[src/rtl/core/i2c_bit_level_master_defines.svh]
// ----------------------------------------------------------------------------
// I2C bit-level master: assertion macros
// Shared concurrent assertion forms, clocked on clk and disabled in reset.
// ----------------------------------------------------------------------------
`ifndef I2C_BIT_LEVEL_MASTER_DEFINES_SVH
`define I2C_BIT_LEVEL_MASTER_DEFINES_SVH

// Same-cycle implication, checked at every rising edge out of reset
`define I2C_BLM_ASSERT_NOW(label, ante, cons, msg) \
    label: assert property (@(posedge clk) disable iff (!rst_n) (ante) |-> (cons)) \
        else $error(msg);

// Next-cycle implication, checked at every rising edge out of reset
`define I2C_BLM_ASSERT_NEXT(label, ante, cons, msg) \
    label: assert property (@(posedge clk) disable iff (!rst_n) (ante) |=> (cons)) \
        else $error(msg);

`endif

[src/rtl/core/i2c_blm_pkg.sv]
// ----------------------------------------------------------------------------
// I2C bit-level master package
// Phase and command codes, register indexes and the structs between modules.
// ----------------------------------------------------------------------------
`default_nettype none

package i2c_blm_pkg;

    localparam int unsigned TICK_W = 16;
    localparam int unsigned BYTE_W = 8;
    localparam int unsigned BIT_W  = 4;

    localparam logic [TICK_W-1:0] BIT_PHASE_RESET  = 16'd80;
    localparam logic [TICK_W-1:0] STOP_PHASE_RESET = 16'd40;
    localparam logic [BIT_W-1:0]  BITS_PER_BYTE    = 4'd8;

    // Byte-level commands
    typedef enum logic [2:0] {
        OP_NONE      = 3'd0,
        OP_START     = 3'd1,
        OP_WRITE     = 3'd2,
        OP_READ_ACK  = 3'd3,
        OP_READ_NACK = 3'd4,
        OP_STOP      = 3'd5
    } op_t;

    // Configuration register indexes
    typedef enum logic {
        REG_BIT_PHASE  = 1'b0,
        REG_STOP_PHASE = 1'b1
    } reg_idx_t;

    // Bus sequencing phases
    typedef enum logic [4:0] {
        PH_IDLE   = 5'd0,
        PH_ST_A   = 5'd1,
        PH_ST_B   = 5'd2,
        PH_SP_1   = 5'd3,
        PH_SP_2   = 5'd4,
        PH_SP_3   = 5'd5,
        PH_SP_4   = 5'd6,
        PH_W_LO   = 5'd7,
        PH_W_HI   = 5'd8,
        PH_WA_LO  = 5'd9,
        PH_WA_HI  = 5'd10,
        PH_WA_END = 5'd11,
        PH_R_LO   = 5'd12,
        PH_R_HI   = 5'd13,
        PH_RK_LO  = 5'd14,
        PH_RK_HI  = 5'd15
    } phase_t;

    typedef struct packed {
        logic [TICK_W-1:0] bit_len;
        logic [TICK_W-1:0] stop_len;
    } cfg_t;

    typedef struct packed {
        logic              acked;
        logic [BYTE_W-1:0] read_data;
        logic              done;
        logic              busy;
        logic              sda_drive;
        logic              sda;
        logic              scl;
    } res_t;

endpackage

`default_nettype wire

[src/rtl/core/i2c_blm_cfg.sv]
// ----------------------------------------------------------------------------
// I2C bit-level master configuration registers
// Holds the bit phase and stop phase lengths written over the plain port.
// ----------------------------------------------------------------------------
`default_nettype none

module i2c_blm_cfg
    import i2c_blm_pkg::*;
(
    input  wire logic              clk,
    input  wire logic              rst_n,
    input  wire logic              cfg_we,
    input  wire logic              cfg_addr,
    input  wire logic [TICK_W-1:0] cfg_wdata,
    output cfg_t                   cfg
);

    logic [TICK_W-1:0] bit_len_reg;
    logic [TICK_W-1:0] stop_len_reg;

    // Capture register writes
    always_ff @(posedge clk or negedge rst_n)
    begin
        if (!rst_n)
        begin
            bit_len_reg  <= BIT_PHASE_RESET;
            stop_len_reg <= STOP_PHASE_RESET;
        end
        else if (cfg_we)
        begin
            case (reg_idx_t'(cfg_addr))
                REG_BIT_PHASE:  bit_len_reg  <= cfg_wdata;
                REG_STOP_PHASE: stop_len_reg <= cfg_wdata;
                default:        ;
            endcase
        end
    end

    assign cfg.bit_len  = bit_len_reg;
    assign cfg.stop_len = stop_len_reg;

endmodule

`default_nettype wire

[src/rtl/core/i2c_blm_seq.sv]
// ----------------------------------------------------------------------------
// I2C bit-level master phase sequencer
// Advances the bus phase state by one tick per accepted transaction and
// forms that tick's pin levels and status.
// ----------------------------------------------------------------------------
`default_nettype none

`include "i2c_bit_level_master_defines.svh"

module i2c_blm_seq
    import i2c_blm_pkg::*;
(
    input  wire logic              clk,
    input  wire logic              rst_n,
    input  wire logic              step,
    input  wire logic [2:0]        operation,
    input  wire logic [BYTE_W-1:0] write_data,
    input  wire logic              sda_in,
    input  wire cfg_t              cfg,
    output res_t                   res
);

    phase_t            ph_reg,  ph_next;
    logic [TICK_W-1:0] tc_reg,  tc_next;
    logic [BIT_W-1:0]  bi_reg,  bi_next;
    logic [BYTE_W-1:0] sb_reg,  sb_next;
    logic [BYTE_W-1:0] rb_reg,  rb_next;
    logic              as_reg,  as_next;
    logic              ats_reg, ats_next;
    logic              scl_reg, scl_next;
    logic              sda_reg, sda_next;
    logic              drv_reg, drv_next;

    logic              enter_en;
    phase_t            enter_ph;
    logic              done;
    logic [TICK_W-1:0] len;
    logic              stop_ph;

    // Hold state between ticks
    always_ff @(posedge clk or negedge rst_n)
    begin
        if (!rst_n)
        begin
            ph_reg  <= PH_IDLE;
            tc_reg  <= '0;
            bi_reg  <= '0;
            sb_reg  <= '0;
            rb_reg  <= '0;
            as_reg  <= 1'b0;
            ats_reg <= 1'b0;
            scl_reg <= 1'b1;
            sda_reg <= 1'b1;
            drv_reg <= 1'b1;
        end
        else if (step)
        begin
            ph_reg  <= ph_next;
            tc_reg  <= tc_next;
            bi_reg  <= bi_next;
            sb_reg  <= sb_next;
            rb_reg  <= rb_next;
            as_reg  <= as_next;
            ats_reg <= ats_next;
            scl_reg <= scl_next;
            sda_reg <= sda_next;
            drv_reg <= drv_next;
        end
    end

    // Pick the phase length: stop phases use the stop length
    assign stop_ph = (ph_reg == PH_SP_1) || (ph_reg == PH_SP_2) ||
                     (ph_reg == PH_SP_3) || (ph_reg == PH_SP_4);
    assign len     = stop_ph ? cfg.stop_len : cfg.bit_len;

    // Next phase, counters and pin levels
    always_comb
    begin
        ph_next  = ph_reg;
        tc_next  = tc_reg;
        bi_next  = bi_reg;
        sb_next  = sb_reg;
        rb_next  = rb_reg;
        as_next  = as_reg;
        ats_next = ats_reg;
        scl_next = scl_reg;
        sda_next = sda_reg;
        drv_next = drv_reg;
        enter_en = 1'b0;
        enter_ph = PH_IDLE;
        done     = 1'b0;

        if (ph_reg == PH_IDLE)
        begin
            // Launch a command
            case (op_t'(operation))
                OP_START:
                begin
                    enter_en = 1'b1;
                    enter_ph = PH_ST_A;
                end
                OP_WRITE:
                begin
                    sb_next  = write_data;
                    bi_next  = '0;
                    enter_en = 1'b1;
                    enter_ph = PH_W_LO;
                end
                OP_READ_ACK, OP_READ_NACK:
                begin
                    sb_next  = '0;
                    bi_next  = '0;
                    ats_next = (op_t'(operation) == OP_READ_ACK);
                    enter_en = 1'b1;
                    enter_ph = PH_R_LO;
                end
                OP_STOP:
                begin
                    enter_en = 1'b1;
                    enter_ph = PH_SP_1;
                end
                default: ;
            endcase
        end
        else
        begin
            tc_next = tc_reg + 1'b1;
            if (tc_next >= len)
            begin
                // End the current phase
                case (ph_reg)
                    PH_ST_A:
                    begin
                        enter_en = 1'b1;
                        enter_ph = PH_ST_B;
                    end
                    PH_SP_1:
                    begin
                        enter_en = 1'b1;
                        enter_ph = PH_SP_2;
                    end
                    PH_SP_2:
                    begin
                        enter_en = 1'b1;
                        enter_ph = PH_SP_3;
                    end
                    PH_SP_3:
                    begin
                        enter_en = 1'b1;
                        enter_ph = PH_SP_4;
                    end
                    PH_W_LO:
                    begin
                        enter_en = 1'b1;
                        enter_ph = PH_W_HI;
                    end
                    PH_W_HI:
                    begin
                        sb_next  = {sb_reg[BYTE_W-2:0], 1'b0};
                        bi_next  = bi_reg + 1'b1;
                        enter_en = 1'b1;
                        enter_ph = (bi_next >= BITS_PER_BYTE) ? PH_WA_LO : PH_W_LO;
                    end
                    PH_WA_LO:
                    begin
                        enter_en = 1'b1;
                        enter_ph = PH_WA_HI;
                    end
                    PH_WA_HI:
                    begin
                        as_next  = !sda_in;
                        enter_en = 1'b1;
                        enter_ph = PH_WA_END;
                    end
                    PH_WA_END:
                    begin
                        sda_next = 1'b1;
                        drv_next = 1'b1;
                        done     = 1'b1;
                    end
                    PH_R_LO:
                    begin
                        enter_en = 1'b1;
                        enter_ph = PH_R_HI;
                    end
                    PH_R_HI:
                    begin
                        sb_next  = {sb_reg[BYTE_W-2:0], sda_in};
                        bi_next  = bi_reg + 1'b1;
                        enter_en = 1'b1;
                        if (bi_next >= BITS_PER_BYTE)
                        begin
                            rb_next  = sb_next;
                            enter_ph = PH_RK_LO;
                        end
                        else
                        begin
                            enter_ph = PH_R_LO;
                        end
                    end
                    PH_RK_LO:
                    begin
                        enter_en = 1'b1;
                        enter_ph = PH_RK_HI;
                    end
                    PH_RK_HI:
                    begin
                        scl_next = 1'b0;
                        done     = 1'b1;
                    end
                    default:
                    begin
                        done = 1'b1;
                    end
                endcase
            end
        end

        // Complete the command and fall back to idle
        if (done)
        begin
            ph_next = PH_IDLE;
            tc_next = '0;
        end

        // Enter a new phase and set its pins
        if (enter_en)
        begin
            ph_next = enter_ph;
            tc_next = '0;
            case (enter_ph)
                PH_ST_A:
                begin
                    scl_next = 1'b1;
                    sda_next = 1'b1;
                    drv_next = 1'b1;
                end
                PH_ST_B:
                begin
                    sda_next = 1'b0;
                    drv_next = 1'b1;
                end
                PH_SP_1:  scl_next = 1'b0;
                PH_SP_2:
                begin
                    sda_next = 1'b0;
                    drv_next = 1'b1;
                end
                PH_SP_3:  scl_next = 1'b1;
                PH_SP_4:
                begin
                    sda_next = 1'b1;
                    drv_next = 1'b1;
                end
                PH_W_LO:
                begin
                    scl_next = 1'b0;
                    sda_next = sb_next[BYTE_W-1];
                    drv_next = 1'b1;
                end
                PH_W_HI:  scl_next = 1'b1;
                PH_WA_LO:
                begin
                    scl_next = 1'b0;
                    drv_next = 1'b0;
                end
                PH_WA_HI: scl_next = 1'b1;
                PH_WA_END: scl_next = 1'b0;
                PH_R_LO:
                begin
                    scl_next = 1'b0;
                    drv_next = 1'b0;
                end
                PH_R_HI:  scl_next = 1'b1;
                PH_RK_LO:
                begin
                    scl_next = 1'b0;
                    sda_next = !ats_next;
                    drv_next = 1'b1;
                end
                PH_RK_HI: scl_next = 1'b1;
                default:  ph_next = PH_IDLE;
            endcase
        end
    end

    // Result of this tick
    assign res.scl       = scl_next;
    assign res.sda       = sda_next;
    assign res.sda_drive = drv_next;
    assign res.busy      = (ph_next != PH_IDLE);
    assign res.done      = done;
    assign res.read_data = rb_next;
    assign res.acked     = as_next;

    // Completion only ever ends a command that was in progress
    `I2C_BLM_ASSERT_NOW(a_done_from_busy, done, ph_reg != PH_IDLE,
        "done raised while idle")

    // An idle tick without a command keeps the sequencer idle
    `I2C_BLM_ASSERT_NEXT(a_idle_holds, step && ph_reg == PH_IDLE &&
        op_t'(operation) == OP_NONE, ph_reg == PH_IDLE, "idle left without a command")

    // Clock low throughout every low data or ack phase
    `I2C_BLM_ASSERT_NOW(a_scl_low, ph_reg == PH_W_LO || ph_reg == PH_R_LO ||
        ph_reg == PH_WA_LO || ph_reg == PH_RK_LO, !scl_reg, "scl high in a low phase")

    // Bit counter stays within one byte while data bits are clocked
    `I2C_BLM_ASSERT_NOW(a_bit_range, ph_reg == PH_W_LO || ph_reg == PH_R_LO,
        bi_reg < BITS_PER_BYTE, "bit index past the byte")

endmodule

`default_nettype wire

[src/rtl/core/i2c_blm_out.sv]
// ----------------------------------------------------------------------------
// I2C bit-level master result stage
// Registers each tick's result and offers it on the master-side stream.
// ----------------------------------------------------------------------------
`default_nettype none

module i2c_blm_out
    import i2c_blm_pkg::*;
(
    input  wire logic        clk,
    input  wire logic        rst_n,
    input  wire logic        load,
    input  wire res_t        res,
    output logic             in_ready,
    output logic             m_tvalid,
    input  wire logic        m_tready,
    output logic [15:0]      m_tdata
);

    logic valid_reg;
    res_t res_reg;

    // Accept a new result whenever the held one is empty or leaving
    assign in_ready = !valid_reg || m_tready;

    // Track the held result
    always_ff @(posedge clk or negedge rst_n)
    begin
        if (!rst_n)
        begin
            valid_reg <= 1'b0;
        end
        else if (in_ready)
        begin
            valid_reg <= load;
        end
    end

    // Capture the payload
    always_ff @(posedge clk)
    begin
        if (load)
        begin
            res_reg <= res;
        end
    end

    assign m_tvalid = valid_reg;
    assign m_tdata  = {2'b00, res_reg};

endmodule

`default_nettype wire

[src/rtl/core/i2c_bit_level_master.sv]
// ----------------------------------------------------------------------------
// I2C bit-level master
// Tick-driven I2C master that sequences SCL and SDA for byte-level commands.
// ----------------------------------------------------------------------------
// Use: every slave-side transaction is one bus tick. It carries a command
// (none, start, write, read with ack, read with nack, stop), the byte to
// write and the sampled SDA level. Each accepted tick yields exactly one
// master-side transaction with the pin levels, busy, done, the last read
// byte and the last write ack. Commands offered while busy are ignored.
// Output: a tick's result is registered and offered the cycle after acceptance.
// Throughput: one tick per cycle unless the master side holds off; the phase
// state updates in one pass of logic between the state and result registers.
// Stall: while the master side holds off, one result waits in the result
// register and s_tready drops, so no tick is lost; s_tready is high again
// in the cycle the held result is taken.
// Reset: SCL high, SDA driven high, idle, counters and bytes cleared, phase
// lengths 80 (bit) and 40 (stop) ticks. The user must write configuration
// with cfg_we only while no command is in progress; the block does not check.
// ----------------------------------------------------------------------------
`default_nettype none

module i2c_bit_level_master
    import i2c_blm_pkg::*;
(
    input  wire logic        clk,
    input  wire logic        rst_n,
    // Configuration
    input  wire logic        cfg_we,
    input  wire logic        cfg_addr,
    input  wire logic [15:0] cfg_wdata,
    // Slave side
    input  wire logic        s_tvalid,
    output logic             s_tready,
    input  wire logic [15:0] s_tdata,   // [7:0] write_data, [8] sda_in, zero fill
    input  wire logic [2:0]  s_tuser,   // [2:0] operation
    // Master side
    output logic             m_tvalid,
    input  wire logic        m_tready,
    output logic [15:0]      m_tdata    // [0] scl_out, [1] sda_out, [2] sda_drive,
                                        // [3] busy_res, [4] done_res,
                                        // [12:5] read_data, [13] acked, zero fill
);

    cfg_t cfg;
    res_t res;
    logic in_ready;
    logic load;

    assign s_tready = in_ready;
    assign load     = s_tvalid && in_ready;

    // Phase length registers
    i2c_blm_cfg u_cfg (
        .clk       (clk),
        .rst_n     (rst_n),
        .cfg_we    (cfg_we),
        .cfg_addr  (cfg_addr),
        .cfg_wdata (cfg_wdata),
        .cfg       (cfg)
    );

    // Bus phase sequencer
    i2c_blm_seq u_seq (
        .clk        (clk),
        .rst_n      (rst_n),
        .step       (load),
        .operation  (s_tuser),
        .write_data (s_tdata[7:0]),
        .sda_in     (s_tdata[8]),
        .cfg        (cfg),
        .res        (res)
    );

    // Result register and master-side handshake
    i2c_blm_out u_out (
        .clk      (clk),
        .rst_n    (rst_n),
        .load     (load),
        .res      (res),
        .in_ready (in_ready),
        .m_tvalid (m_tvalid),
        .m_tready (m_tready),
        .m_tdata  (m_tdata)
    );

endmodule

`default_nettype wire
[config.mk]
export PLATFORM = sky130hd
export DESIGN_NAME = i2c_bit_level_master
export DESIGN_NICKNAME = d
export VERILOG_FILES = /design/src/rtl/core/i2c_blm_pkg.sv /design/src/rtl/core/i2c_blm_cfg.sv /design/src/rtl/core/i2c_blm_seq.sv /design/src/rtl/core/i2c_blm_out.sv /design/src/rtl/core/i2c_bit_level_master.sv
export VERILOG_INCLUDE_DIRS = /design/src /design/src/rtl/core
export SDC_FILE = /design/constraint.sdc
export NUM_CORES = 1
export LEC_CHECK = 0
export BUFFER_PORTS_ARGS = -buffer_cell sky130_fd_sc_hd__buf_2
export CAP_MARGIN = 20
export CORE_MARGIN = 2
export CORE_UTILIZATION = 53
export DETAILED_ROUTE_END_ITERATION = 8
export PLACE_DENSITY = 0.85
export SLEW_MARGIN = 20
export SYNTH_ARGS = -nofsm -noshare
export SYNTH_HDL_FRONTEND = slang
export SYNTH_SLANG_ARGS = --single-unit
[constraint.sdc]
create_clock -name clk -period 4.4 [get_ports clk]
set_input_delay 0 -clock clk [delete_from_list [all_inputs] [get_ports clk]]
set_output_delay 0 -clock clk [all_outputs]
set_load 0.01 [all_outputs]
# Word level (Yosys, flattened, before mapping)
# Cells that the tools add are included.
# op_classes
magnitude_cmp	2
n_reduce_logical	30
eq_ne	37
n_mux	52
n_addsub	2
bitwise	1
# op_table
operator	n
$eq 5x4->1 const B	16
$mux 16	4
$pmux 5 s11	1
$mux 8	6
$eq 5x3->1 const B	8
$pmux 8 s2	2
$mux 5	5
$mux 1	24
$mux 4	5
$reduce_or 6->1	3
$add 16x1->16 const B	1
$ge 16x16->1	1
$pmux 4 s4	1
$eq 5x2->1 const B	3
$reduce_or 15->1	1
$reduce_or 11->1	1
$eq 5x1->1 const B	2
$reduce_or 2->1	5
$reduce_and 4->1	2
$eq 3x2->1 const B	2
$eq 3x3->1 const B	2
$reduce_and 2->1	3
$logic_not 5->1	1
$reduce_bool 5->1	1
other kinds (17)	24
# word_totals
input_bits	41
ff_bits	93
elab_cells	145

# Logic depth before layout (Yosys ltp)
# Gate-level depths: netlist of the first run.
# logic_depth
ltp_word	13
ltp_mapped	19
depth_no_buf	16

# By module
# From an unflattened synthesis of the first run, not the netlist that was laid out.
# hier_totals
cells_unflattened	493
hier_area_um2	5287.6
# modules_own_cells
mod	area_each_um2	instances	cells_each
i2c_blm_seq	3537.1	1	403
i2c_blm_cfg	1257.5	1	69
i2c_blm_out	486.7	1	20
i2c_bit_level_master	6.3	1	1

# Least setup slack after synthesis of the first run
# No wires, ideal clock.
# synth_timing
kind	flip-flop to flip-flop
from	register u_seq.ph_reg[0]
to	register u_out.res_reg (netlist bit u_out.m_tdata[1]) (data pin)
setup_time_ns	0.264
t_arrival_ns	3.982
synth_period_minus_slack_ns	4.246
path_stages_with_launch	19
setup_slack_ns	0.154
required_ns	4.136
path_cell_list	dfrtp_1 clkbuf_1 buf_2 nand2_1 xor2_1 or3_1 clkbuf_1 clkbuf_1 mux2i_1 ha_1 o21a_1 nor2_1 o41ai_2 o21ba_4 nor2_4 o31a_1 and3_1 o21bai_1 a21oi_1
# synth_rtl
item	line	source
start, declared	i2c_blm_seq.sv:23	phase_t ph_reg, ph_next;
start signal, assigned	i2c_blm_seq.sv:58	ph_reg <= ph_next;
end signal, assigned	i2c_blm_out.sv:44	res_reg <= res;
end, declared	i2c_blm_out.sv:21	res_t res_reg;

==> results of run 1 <==
layer usage:
metal  vias to the layer above  part of all wire [%]
met5                         -                     0
met4                         0                   2.8
met3                        31                   4.9
met2                       143                    51
met1                      1936                    41
li1                       1867                     -
cell type report:
| type | count | area (um^2) |
|---|---|---|
| clock buffers | 9 | 123.9 |
| clock inverters | 7 | 81.33 |
| fillers | 699 | 3282 |
| inverters | 5 | 18.77 |
| multi-input cells | 351 | 2541 |
| flip-flops and latches | 93 | 2406 |
| well taps | 129 | 161.4 |
| repair buffers | 90 | 625.6 |
power by group:
part	switching (mW)	total, mW	leakage, nW	internal [mW]
sequential	0.0981	1.14	1.12	1.04
combinational	0.692	1.23	1.52	0.543
clock	0.332	0.603	0.0944	0.271
total	1.12	2.97	2.73	1.85
cell families (layout without fill, tap and decap cells):
group                      Yosys count  in the layout  synth area share (%)
adders and majority gates           18             18                 4.441
DFF                                 93             93                 47.45
xor gates and xnor gates            18             18                 3.257
other                                1              2               0.07395
muxes                               60             60                 12.90
buffers and inverters               31            111                 2.665
and+or+nand+nor                    143            143                 13.55
AOI/OAI and AO/OA                  110            110                 15.67
timing repair:
item / CTS / global route
hold buffers: 28 / 0
hold endpoints to repair: 115 / 0
resized for setup: 0 / 0
cell usage after synthesis, drive strengths merged (2+ instances only):
library cell	number	area share [%]
o41ai	2	0.49
mux2	43	9.5
o21ai	40	4.0
ha	18	4.4
a31oi	7	0.86
dfstp	7	3.6
clkbuf	17	1.3
nor2b	5	0.62
a311oi	2	0.47
nand3b	2	0.30
o22ai	2	0.37
mux2i	17	3.4
edfxtp	14	8.3
nand2b	3	0.52
xor2	9	1.7
o21bai	3	0.44
buf	9	1.0
nand2	67	5.0
a22o	12	2.1
a22oi	7	1.0
dfrtp	72	36
and3	7	0.86
nand3	14	1.5
and2	3	0.37
nor3	6	0.69
o31ai	3	0.81
nor2	24	2.1
inv	5	0.37
o21ba	2	0.52
xnor2	9	1.6
a21oi	16	1.8
o31a	2	0.35
nand4	7	0.86
o21a	2	0.30
critical path, stage by stage (launching register included):
cell      delay [ps]
dfrtp_1          470
ha_1             260
nand3_1          140
nor2_1           180
and3_1           280
nand3_1          120
xnor2_1          160
ha_1             330
nand4_1          130
o41ai_2          440
o21ba_4          280
o21ai_1          130
a311oi_1         450
a211oi_1         140
o21bai_1         230
a21oi_1          100
final timing paths:
path / start / endpoint / slack [ps] / cells after the start
worst max register to register: u_seq.tc_reg[0]$_DFFE_PN0P_ / u_out.m_tdata[1]$_DFFE_PP_ / 310 / 15
max in group asynchronous: rst_n / u_seq.bi_reg[3]$_DFFE_PN0P_ / 3450 / 2
min in group asynchronous: rst_n / u_cfg.bit_len_reg[8]$_DFFE_PN0P_ / 330 / 2
worst min register to register: u_seq.rb_reg[2]$_DFFE_PN0P_ / u_seq.rb_reg[2]$_DFFE_PN0P_ / 470 / 2
worst max-delay path: u_seq.tc_reg[0]$_DFFE_PN0P_ / u_out.m_tdata[1]$_DFFE_PP_ / 310 / 15
worst min-delay path: s_tuser[0] / u_seq.ats_reg$_DFFE_PN0P_ / 60 / 3
metrics by stage:
step           area [um^2]  hold WS (ps)  setup WS (ps)  util [%]
6_report              5958         59.58          306.3     64.48
4_1_cts               5951         49.05          188.6     64.40
3_3_place_gp          5465         206.7          420.7     59.15
3_5_place_dp          5465         217.5          269.7     59.15
5_1_grt               5958         94.94          33.98     64.48
2_1_floorplan         5075        -295.6          154.3         -
==> metrics.md, run 1 <==
| Metric | Value |
|---|---|
| Drt pass-1 iters | `5` |
| VDD IR max | `0.0003164 V` |
| Worst hold path type | `input pin to flop` |
| Clock latency on the worst-skew pair | `380 ps` |
| H-tree Lvls | `3` |
| Design Power | `2.972 mW` |
| FMAX | `244.3 MHz` |
| Die Width | `101.8 um` |
| Synth warn | `0` |
| First-pass GRT wire length | `18540 um` |
| DRC Markers | `0` |
| Synth Cell Area | `5071 um^2` |
| Gr busiest metal | `met2` |
| Slew headroom | `35.50%` |
| Worst-margin pin slew | `967.5 ps` |
| Final setup fails | `0` |
| Finished Layout Cells | `684` |
| Fin crit share | `93.04%` |
| CP max FO | `6` |
| CP endpoint kind | `flop` |
| Cell Rows | `35` |
| Met1 Usage GRT | `29.51%` |
| Synth Instances | `474` |
| HPWL after DPL | `7502 um` |
| Syn Area/Cell | `10.70 um^2` |
| Via count | `3977` |
| Antenna-violating nets left | `0` |
| Commonest non-fill, non-tap cells in the layout | `72 x dfrtp_1, 67 x nand2_1, 48 x buf_2` |
| Clock Pin Slew Worst Setup and Hold Paths | `110 ps` |
| Synth Flop Type | `dfrtp_1` |
| Status | `completed` |
| IO Count | `59` |
| I/O Buffers | `49` |
| NumNets Final | `609` |
| Crit path required time | `4530 ps` |
| Initial core utilization | `54.88%` |
| Total negative slack | `0 ps` |
| Met2 global-route usage | `38.36%` |
| Cell Pwr Density | `498.9 nW/um^2` |
| Largest net degree at the start of global routing | `80` |
| All-layer global routing usage | `22.92%` |
| Async set-or-reset flop fraction in the synthesized netlist | `84.95%` |
| Max cap viols | `0` |
| Number of global-route vias before repair | `3901` |
| EDFF count, synth | `14` |
| Most common cell after layout, fill and taps aside | `dfrtp_1` |
| Lkg Pwr | `2.734 nW` |
| Die Y | `101.8 um` |
| P&R area growth vs syn | `17.49%` |
| Core box area | `9240 um^2` |
| WS Path Type | `flop to flop` |
| CTS Buf Count | `9` |
| Clock Sink Count | `93` |
| Setup Buffers After CTS | `0` |
| Routed WL per cell | `16.59 um` |
| Unrepaired setup endpoints after global routing | `false` |
| Register bit total from synthesis | `93` |
| Die area | `10370 um^2` |
| GP Congestion | `0.8978` |
| DRT Wirelength | `11350 um` |
| Clock Skew | `16.85 ps` |
| Initial DRC count | `245` |
| Seq/Total Area, Yosys | `47.45%` |
| Startpoint types | `flop` |
| Vias per cell | `5.814` |
| Yosys cell types | `65` |
| Initial antenna violation count | `0` |
| Crit path time final | `4094 ps` |
| Placed insts | `640` |
| Bufs on Longest Clock Path | `2` |
| Fin. max-slew vios | `0` |
| Share of layout cells above drive strength 1 | `26.67%` |
| # diodes | `0` |
| GRT overflow | `0` |
| Hold Vio Cnt, Final | `0` |
| WP data arrival | `4230 ps` |
| Root buf cell | `clkbuf_8` |
| GR Layer Usage met3 | `4.309%` |
| CTS tree | `built` |
Power figures use the tool's default switching activity.
==> inputs of run 2 (changes only) <==
--- a/config.mk
+++ b/config.mk
@@ -7,8 +7,6 @@
 export NUM_CORES = 1
 export LEC_CHECK = 0
 export BUFFER_PORTS_ARGS = -buffer_cell sky130_fd_sc_hd__buf_2
-export CAP_MARGIN = 20
-export CORE_MARGIN = 2
 export CORE_UTILIZATION = 53
 export DETAILED_ROUTE_END_ITERATION = 8
 export PLACE_DENSITY = 0.85
==> metrics.md, run 2 (same netlist as run 1, synthesis figures left out) <==
| Metric | Value |
|---|---|
| Status | `completed (unchanged)` |
| Final hold slack | `38.34 ps (was 59.58 ps)` |
| Post_cts resized | `0 (unchanged)` |
| Switching Fraction | `37.79% (was 37.74%)` |
| Crit path time final | `4075 ps (was 4094 ps)` |
| Die Y | `99.82 um (was 101.8 um)` |
| Die Width | `99.82 um (was 101.8 um)` |
| Reg power frac | `38.2% (about the same)` |
| Routed WL per cell | `16.72 um (was 16.59 um)` |
| Max cap viols | `0 (unchanged)` |
| CTS Buf Count | `9 (unchanged)` |
| Internal Power | `1.850 mW (was 1.851 mW)` |
| Placed insts | `639 (was 640)` |
| Initial core utilization | `54.88% (unchanged)` |
| Layout Utilization | `64.37% (was 64.48%)` |
| Root buf cell | `clkbuf_8 (unchanged)` |
| WS Path Type | `flop to flop (unchanged)` |
| Cell Pwr Density | `500.1 nW/um^2 (was 498.9 nW/um^2)` |
| Number of global-route vias before repair | `4159 (was 3901)` |
| Fin area | `5948 um^2 (was 5958 um^2)` |
| Comb power frac | `41.7% (was 41.5%)` |
| CTS tree | `built (unchanged)` |
| Clock Sink Count | `93 (unchanged)` |
| Antenna-violating nets left | `0 (unchanged)` |
| GRT overflow | `0 (unchanged)` |
| Largest net degree at the start of global routing | `80 (unchanged)` |
| # diodes | `0 (unchanged)` |
| Die area | `9963 um^2 (was 10370 um^2)` |
| Switch Pwr | `1.124 mW (was 1.122 mW)` |
| Unrepaired setup endpoints after global routing | `false (unchanged)` |
| I/O Buffers | `49 (unchanged)` |
| Slew headroom | `35.44% (was 35.50%)` |
| VDD IR max | `0.0002594 V (was 0.0003164 V)` |
| Setup Buffers After CTS | `0 (unchanged)` |
| Share of layout cells above drive strength 1 | `26.53% (was 26.67%)` |
| Commonest non-fill, non-tap cells in the layout | `72 x dfrtp_1, 67 x nand2_1, 48 x buf_2 (unchanged)` |
| FMAX | `245.4 MHz (was 244.3 MHz)` |
| Placed instance area | `5458 um^2 (was 5465 um^2)` |
| Worst-margin pin slew | `968.4 ps (was 967.5 ps)` |
| Fin crit share | `92.61% (was 93.04%)` |
| IO Count | `59 (unchanged)` |
| Clock Pin Slew Worst Setup and Hold Paths | `100 ps (was 110 ps)` |
| Vias per cell | `5.792 (was 5.814)` |
| Startpoint types | `flop (unchanged)` |
| Initial antenna violation count | `0 (unchanged)` |
| All-layer global routing usage | `24.90% (was 22.92%)` |
| Via count | `3956 (was 3977)` |
| Fin. max-slew vios | `0 (unchanged)` |
| Worst hold path type | `input pin to flop (unchanged)` |
| Clock latency on the worst-skew pair | `370 ps (was 380 ps)` |
| P&R area growth vs syn | `17.30% (was 17.49%)` |
| DRT Wirelength | `11420 um (was 11350 um)` |
| Clock Skew | `14.10 ps (was 16.85 ps)` |
| CP endpoint kind | `flop (unchanged)` |
| Drt pass-1 iters | `5 (unchanged)` |
| Bufs on Longest Clock Path | `2 (unchanged)` |
| H-tree Lvls | `3 (unchanged)` |
| HPWL after DPL | `7722 um (was 7502 um)` |
| Initial DRC count | `237 (was 245)` |
| Most common cell after layout, fill and taps aside | `dfrtp_1 (unchanged)` |
| NumNets Final | `608 (was 609)` |
| Clk pwr share | `20.1% (was 20.3%)` |
| Core box area | `9240 um^2 (unchanged)` |
| DRC Markers | `0 (unchanged)` |
| Hold Vio Cnt, Final | `0 (unchanged)` |
| First-pass GRT wire length | `19420 um (was 18540 um)` |
| Crit path required time | `4520 ps (was 4530 ps)` |
| Total negative slack | `0 ps (unchanged)` |
| Lkg Pwr | `2.736 nW (was 2.734 nW)` |
| Finished Layout Cells | `683 (was 684)` |
| CP max FO | `6 (unchanged)` |
| Cell Rows | `35 (unchanged)` |
| GP Congestion | `0.9276 (was 0.8978)` |
| WP data arrival | `4190 ps (was 4230 ps)` |
| Final setup fails | `0 (unchanged)` |
run 2: cell type report:
cell class / instances / area [um^2]
Fill cell: 678 / 3292
Multi-Input combinational cell: 351 / 2541
Timing Repair Buffer: 89 / 618.1
Clock buffer: 9 / 123.9
Tap cell: 129 / 161.4
Clock inverter: 7 / 78.83
Inverter: 5 / 18.77
Sequential cell: 93 / 2406
run 2: worst max-delay path, stage by stage, from the launching register on:
cell and delay (ps):
dfrtp_1 460, ha_1 210, nand3_1 120, nor2_1 190, and3_1 290, nand3_1 120, xnor2_1 170, ha_1 340
nand4_1 140, o41ai_2 460, o21ba_4 280, o21ai_1 120, a311oi_1 470, a211oi_1 140, o21bai_1 220, a21oi_1 110
run 2: worst paths after layout:
| kind | start | end | slack, ps | cells after the start |
|---|---|---|---|---|
| max reg2reg | u_seq.tc_reg[0]$_DFFE_PN0P_ | u_out.m_tdata[1]$_DFFE_PP_ | 330 | 15 |
| min in group asynchronous | rst_n | u_cfg.bit_len_reg[9]$_DFFE_PN0P_ | 330 | 2 |
| max | u_seq.tc_reg[0]$_DFFE_PN0P_ | u_out.m_tdata[1]$_DFFE_PP_ | 330 | 15 |
| min | s_tuser[0] | u_seq.ats_reg$_DFFE_PN0P_ | 40 | 3 |
| max in group asynchronous | rst_n | u_seq.tc_reg[2]$_DFFE_PN0P_ | 3440 | 2 |
| min reg2reg | u_seq.rb_reg[5]$_DFFE_PN0P_ | u_seq.rb_reg[5]$_DFFE_PN0P_ | 470 | 2 |
run 2: routing by layer:
metal / GRT usage [%] / share of wire (%) / wire, um / vias to the layer above
li1: - / - / - / 1865
met1: 30.68 / 41 / 4699 / 1942
met2: 42.65 / 52 / 5910 / 113
met3: 3.900 / 3.8 / 434 / 36
met4: 12.56 / 3.3 / 378 / 0
met5: 0 / 0 / 0 / -
run 2: per-stage QoR:
step / setup WS, ps / power, mW
2_1_floorplan: 154.3 / 2.051
3_3_place_gp: 409.3 / 2.271
6_report: 325.3 / 2.975
3_5_place_dp: 283.6 / 2.350
4_1_cts: 204.9 / 2.968
5_1_grt: 49.89 / 3.151
run 2: timing repair:
item	CTS	global route
hold buffers	28	0
setup endpoints to repair	0	0
hold endpoints to repair	115	0
run 2: power by group through the flow:
stage / sequential [mW] / clock, mW / combinational, mW
2_1_floorplan: 1.13 / 0 / 0.920
3_3_place_gp: 1.14 / 0 / 1.14
3_5_place_dp: 1.15 / 0 / 1.20
4_1_cts: 1.13 / 0.603 / 1.23
5_1_grt: 1.15 / 0.636 / 1.36
6_report: 1.14 / 0.597 / 1.24
==> inputs of run 3 (changes only) <==
--- a/config.mk
+++ b/config.mk
@@ -7,6 +7,8 @@
 export NUM_CORES = 1
 export LEC_CHECK = 0
 export BUFFER_PORTS_ARGS = -buffer_cell sky130_fd_sc_hd__buf_2
+export CORE_ASPECT_RATIO = 1.1
+export CORE_MARGIN = 5
 export CORE_UTILIZATION = 53
 export DETAILED_ROUTE_END_ITERATION = 8
 export PLACE_DENSITY = 0.85
==> metrics.md, run 3 (same netlist as run 1, synthesis figures left out) <==
| Metric | Value |
|---|---|
| All-layer global routing usage | `20.24% (was 24.90%)` |
| Drt pass-1 iters | `4 (was 5)` |
| Commonest non-fill, non-tap cells in the layout | `72 x dfrtp_1, 67 x nand2_1, 48 x buf_2 (unchanged)` |
| P&R area growth vs syn | `16.65% (was 17.30%)` |
| Number of global-route vias before repair | `3941 (was 4159)` |
| Die area | `11630 um^2 (was 9963 um^2)` |
| Unrepaired setup endpoints after global routing | `false (unchanged)` |
| Largest net degree at the start of global routing | `80 (unchanged)` |
| HPWL after DPL | `7461 um (was 7722 um)` |
| Layout fillers | `716 (was 678)` |
| Share of layout cells above drive strength 1 | `26.45% (was 26.53%)` |
| Fin. max-slew vios | `0 (unchanged)` |
| Crit path required time | `4530 ps (was 4520 ps)` |
| Worst hold path type | `input pin to flop (unchanged)` |
| I/O Buffers | `49 (unchanged)` |
| FMAX | `247.4 MHz (was 245.4 MHz)` |
| Initial DRC count | `175 (was 237)` |
| Core box area | `9351 um^2 (was 9240 um^2)` |
| Final setup fails | `0 (unchanged)` |
| CTS tree | `built (unchanged)` |
| Cell Pwr Density | `491.3 nW/um^2 (was 500.1 nW/um^2)` |
| H-tree Lvls | `3 (unchanged)` |
| IO Count | `59 (unchanged)` |
| Die Y | `112.6 um (was 99.82 um)` |
| Die Width | `103.3 um (was 99.82 um)` |
| FF-to-FF Start | `u_seq.ph_reg[2]$_DFFE_PN0P_ (was u_seq.tc_reg[0]$_DFFE_PN0P_)` |
| Initial core utilization | `54.23% (was 54.88%)` |
| CP startpoint | `u_seq.ph_reg[2]$_DFFE_PN0P_ (was u_seq.tc_reg[0]$_DFFE_PN0P_)` |
| Hold Vio Cnt, Final | `0 (unchanged)` |
| GP Congestion | `0.8549 (was 0.9276)` |
| Via count | `3907 (was 3956)` |
| Finished Layout Cells | `669 (was 683)` |
| VDD IR max | `0.0002480 V (was 0.0002594 V)` |
| Clock Pin Slew Worst Setup and Hold Paths | `100 ps (about the same)` |
| Multi-input gate area | `2547 um^2 (was 2541 um^2)` |
| DRT Wirelength | `11120 um (was 11420 um)` |
| Slew headroom | `52.14% (was 35.44%)` |
| Routed WL per cell | `16.62 um (was 16.72 um)` |
| WP data arrival | `4170 ps (was 4190 ps)` |
| Placed insts | `625 (was 639)` |
| Clock latency on the worst-skew pair | `370 ps (about the same)` |
| Startpoint types | `flop (unchanged)` |
| Root buf cell | `clkbuf_8 (unchanged)` |
| Worst-margin pin slew | `717.9 ps (was 968.4 ps)` |
| Total negative slack | `0 ps (unchanged)` |
| Antenna-violating nets left | `0 (unchanged)` |
| Clock Sink Count | `93 (unchanged)` |
| # diodes | `0 (unchanged)` |
| Initial antenna violation count | `0 (unchanged)` |
| Status | `completed (unchanged)` |
| GRT overflow | `0 (unchanged)` |
| Bufs on Longest Clock Path | `2 (unchanged)` |
| Fin crit share | `91.88% (was 92.61%)` |
| CP endpoint kind | `flop (unchanged)` |
| CP max FO | `12 (was 6)` |
| Cell Rows | `37 (was 35)` |
| Hold path start | `s_tuser[0] (unchanged)` |
| Register area | `2406 um^2 (unchanged)` |
| DRC Markers | `0 (unchanged)` |
| Lkg Pwr | `2.719 nW (was 2.736 nW)` |
| Max cap viols | `0 (unchanged)` |
| CTS Buf Count | `9 (unchanged)` |
| Crit path time final | `4043 ps (was 4075 ps)` |
| NumNets Final | `606 (was 608)` |
| Most common cell after layout, fill and taps aside | `dfrtp_1 (unchanged)` |
| Design Power | `2.906 mW (was 2.975 mW)` |
| WS Path Type | `flop to flop (unchanged)` |
| Clock Skew | `12.12 ps (was 14.10 ps)` |
| R2R setup slack | `360 ps (was 330 ps)` |
| Vias per cell | `5.840 (was 5.792)` |
| First-pass GRT wire length | `18890 um (was 19420 um)` |
run 3: repair_timing:
item / 4_1_cts / 5_1_grt
setup endpoints to repair: 0 / 1
endpoints found under the hold margin: 115 / 0
resized for setup: 0 / 1
setup buffers: 0 / 0
hold buffers: 28 / 0
run 3: area by class of cell:
type	count	share of cell area, %
well taps	117	2.475
repair buffers	87	10.26
multi-input cells	351	43.06
clock inverters	7	1.121
clock buffers	9	2.094
inverters	5	0.3173
flip-flops and latches	93	40.67
run 3: layer usage:
layer,vias up,routed length (um),GRT usage (%)
li1,1859,-,-
met1,1927,4673,25.80
met3,17,504,2.735
met4,0,192,6.477
met5,-,0,0
met2,104,5745,35.09
run 3: metrics by stage:
stage / hold WS (ps) / util [%] / instance area, um^2 / setup WS [ps]
after floorplan: -295.6 / - / 5075 / 154.3
after global placement: 205.9 / 58.04 / 5428 / 358.5
after detailed placement: 207.1 / 58.04 / 5428 / 314.3
after CTS: 41.21 / 63.07 / 5898 / 217.9
after global routing: 66.67 / 63.26 / 5916 / 2.724
final: 47.18 / 63.26 / 5916 / 357.5
run 3: critical path: stages (launching register included):
cell and delay (ps):
dfrtp_1 520, xor2_1 220, or3_1 360, mux2_2 300
ha_1 280, nand2b_4 150, a2111oi_4 370, o41ai_2 160
o21ba_4 280, o31ai_4 500, xor2_2 260, nand2_1 90
a21oi_1 240, a21oi_1 70
run 3: where the power goes:
part | switching, mW | internal (mW)
Sequential | 0.110 | 1.04
Combinational | 0.670 | 0.532
Clock | 0.339 | 0.219
run 3: worst paths after layout:
path                       cells past startpoint                                 to
hold / removal                                 3          u_seq.ats_reg$_DFFE_PN0P_
min in group asynchronous                      2        u_seq.rb_reg[0]$_DFFE_PN0P_
setup / recovery                              13         u_out.m_tdata[1]$_DFFE_PP_
hold reg to reg                                2        u_seq.rb_reg[0]$_DFFE_PN0P_
setup reg to reg                              13         u_out.m_tdata[1]$_DFFE_PP_
max in group asynchronous                      2  u_cfg.bit_len_reg[11]$_DFFE_PN0P_
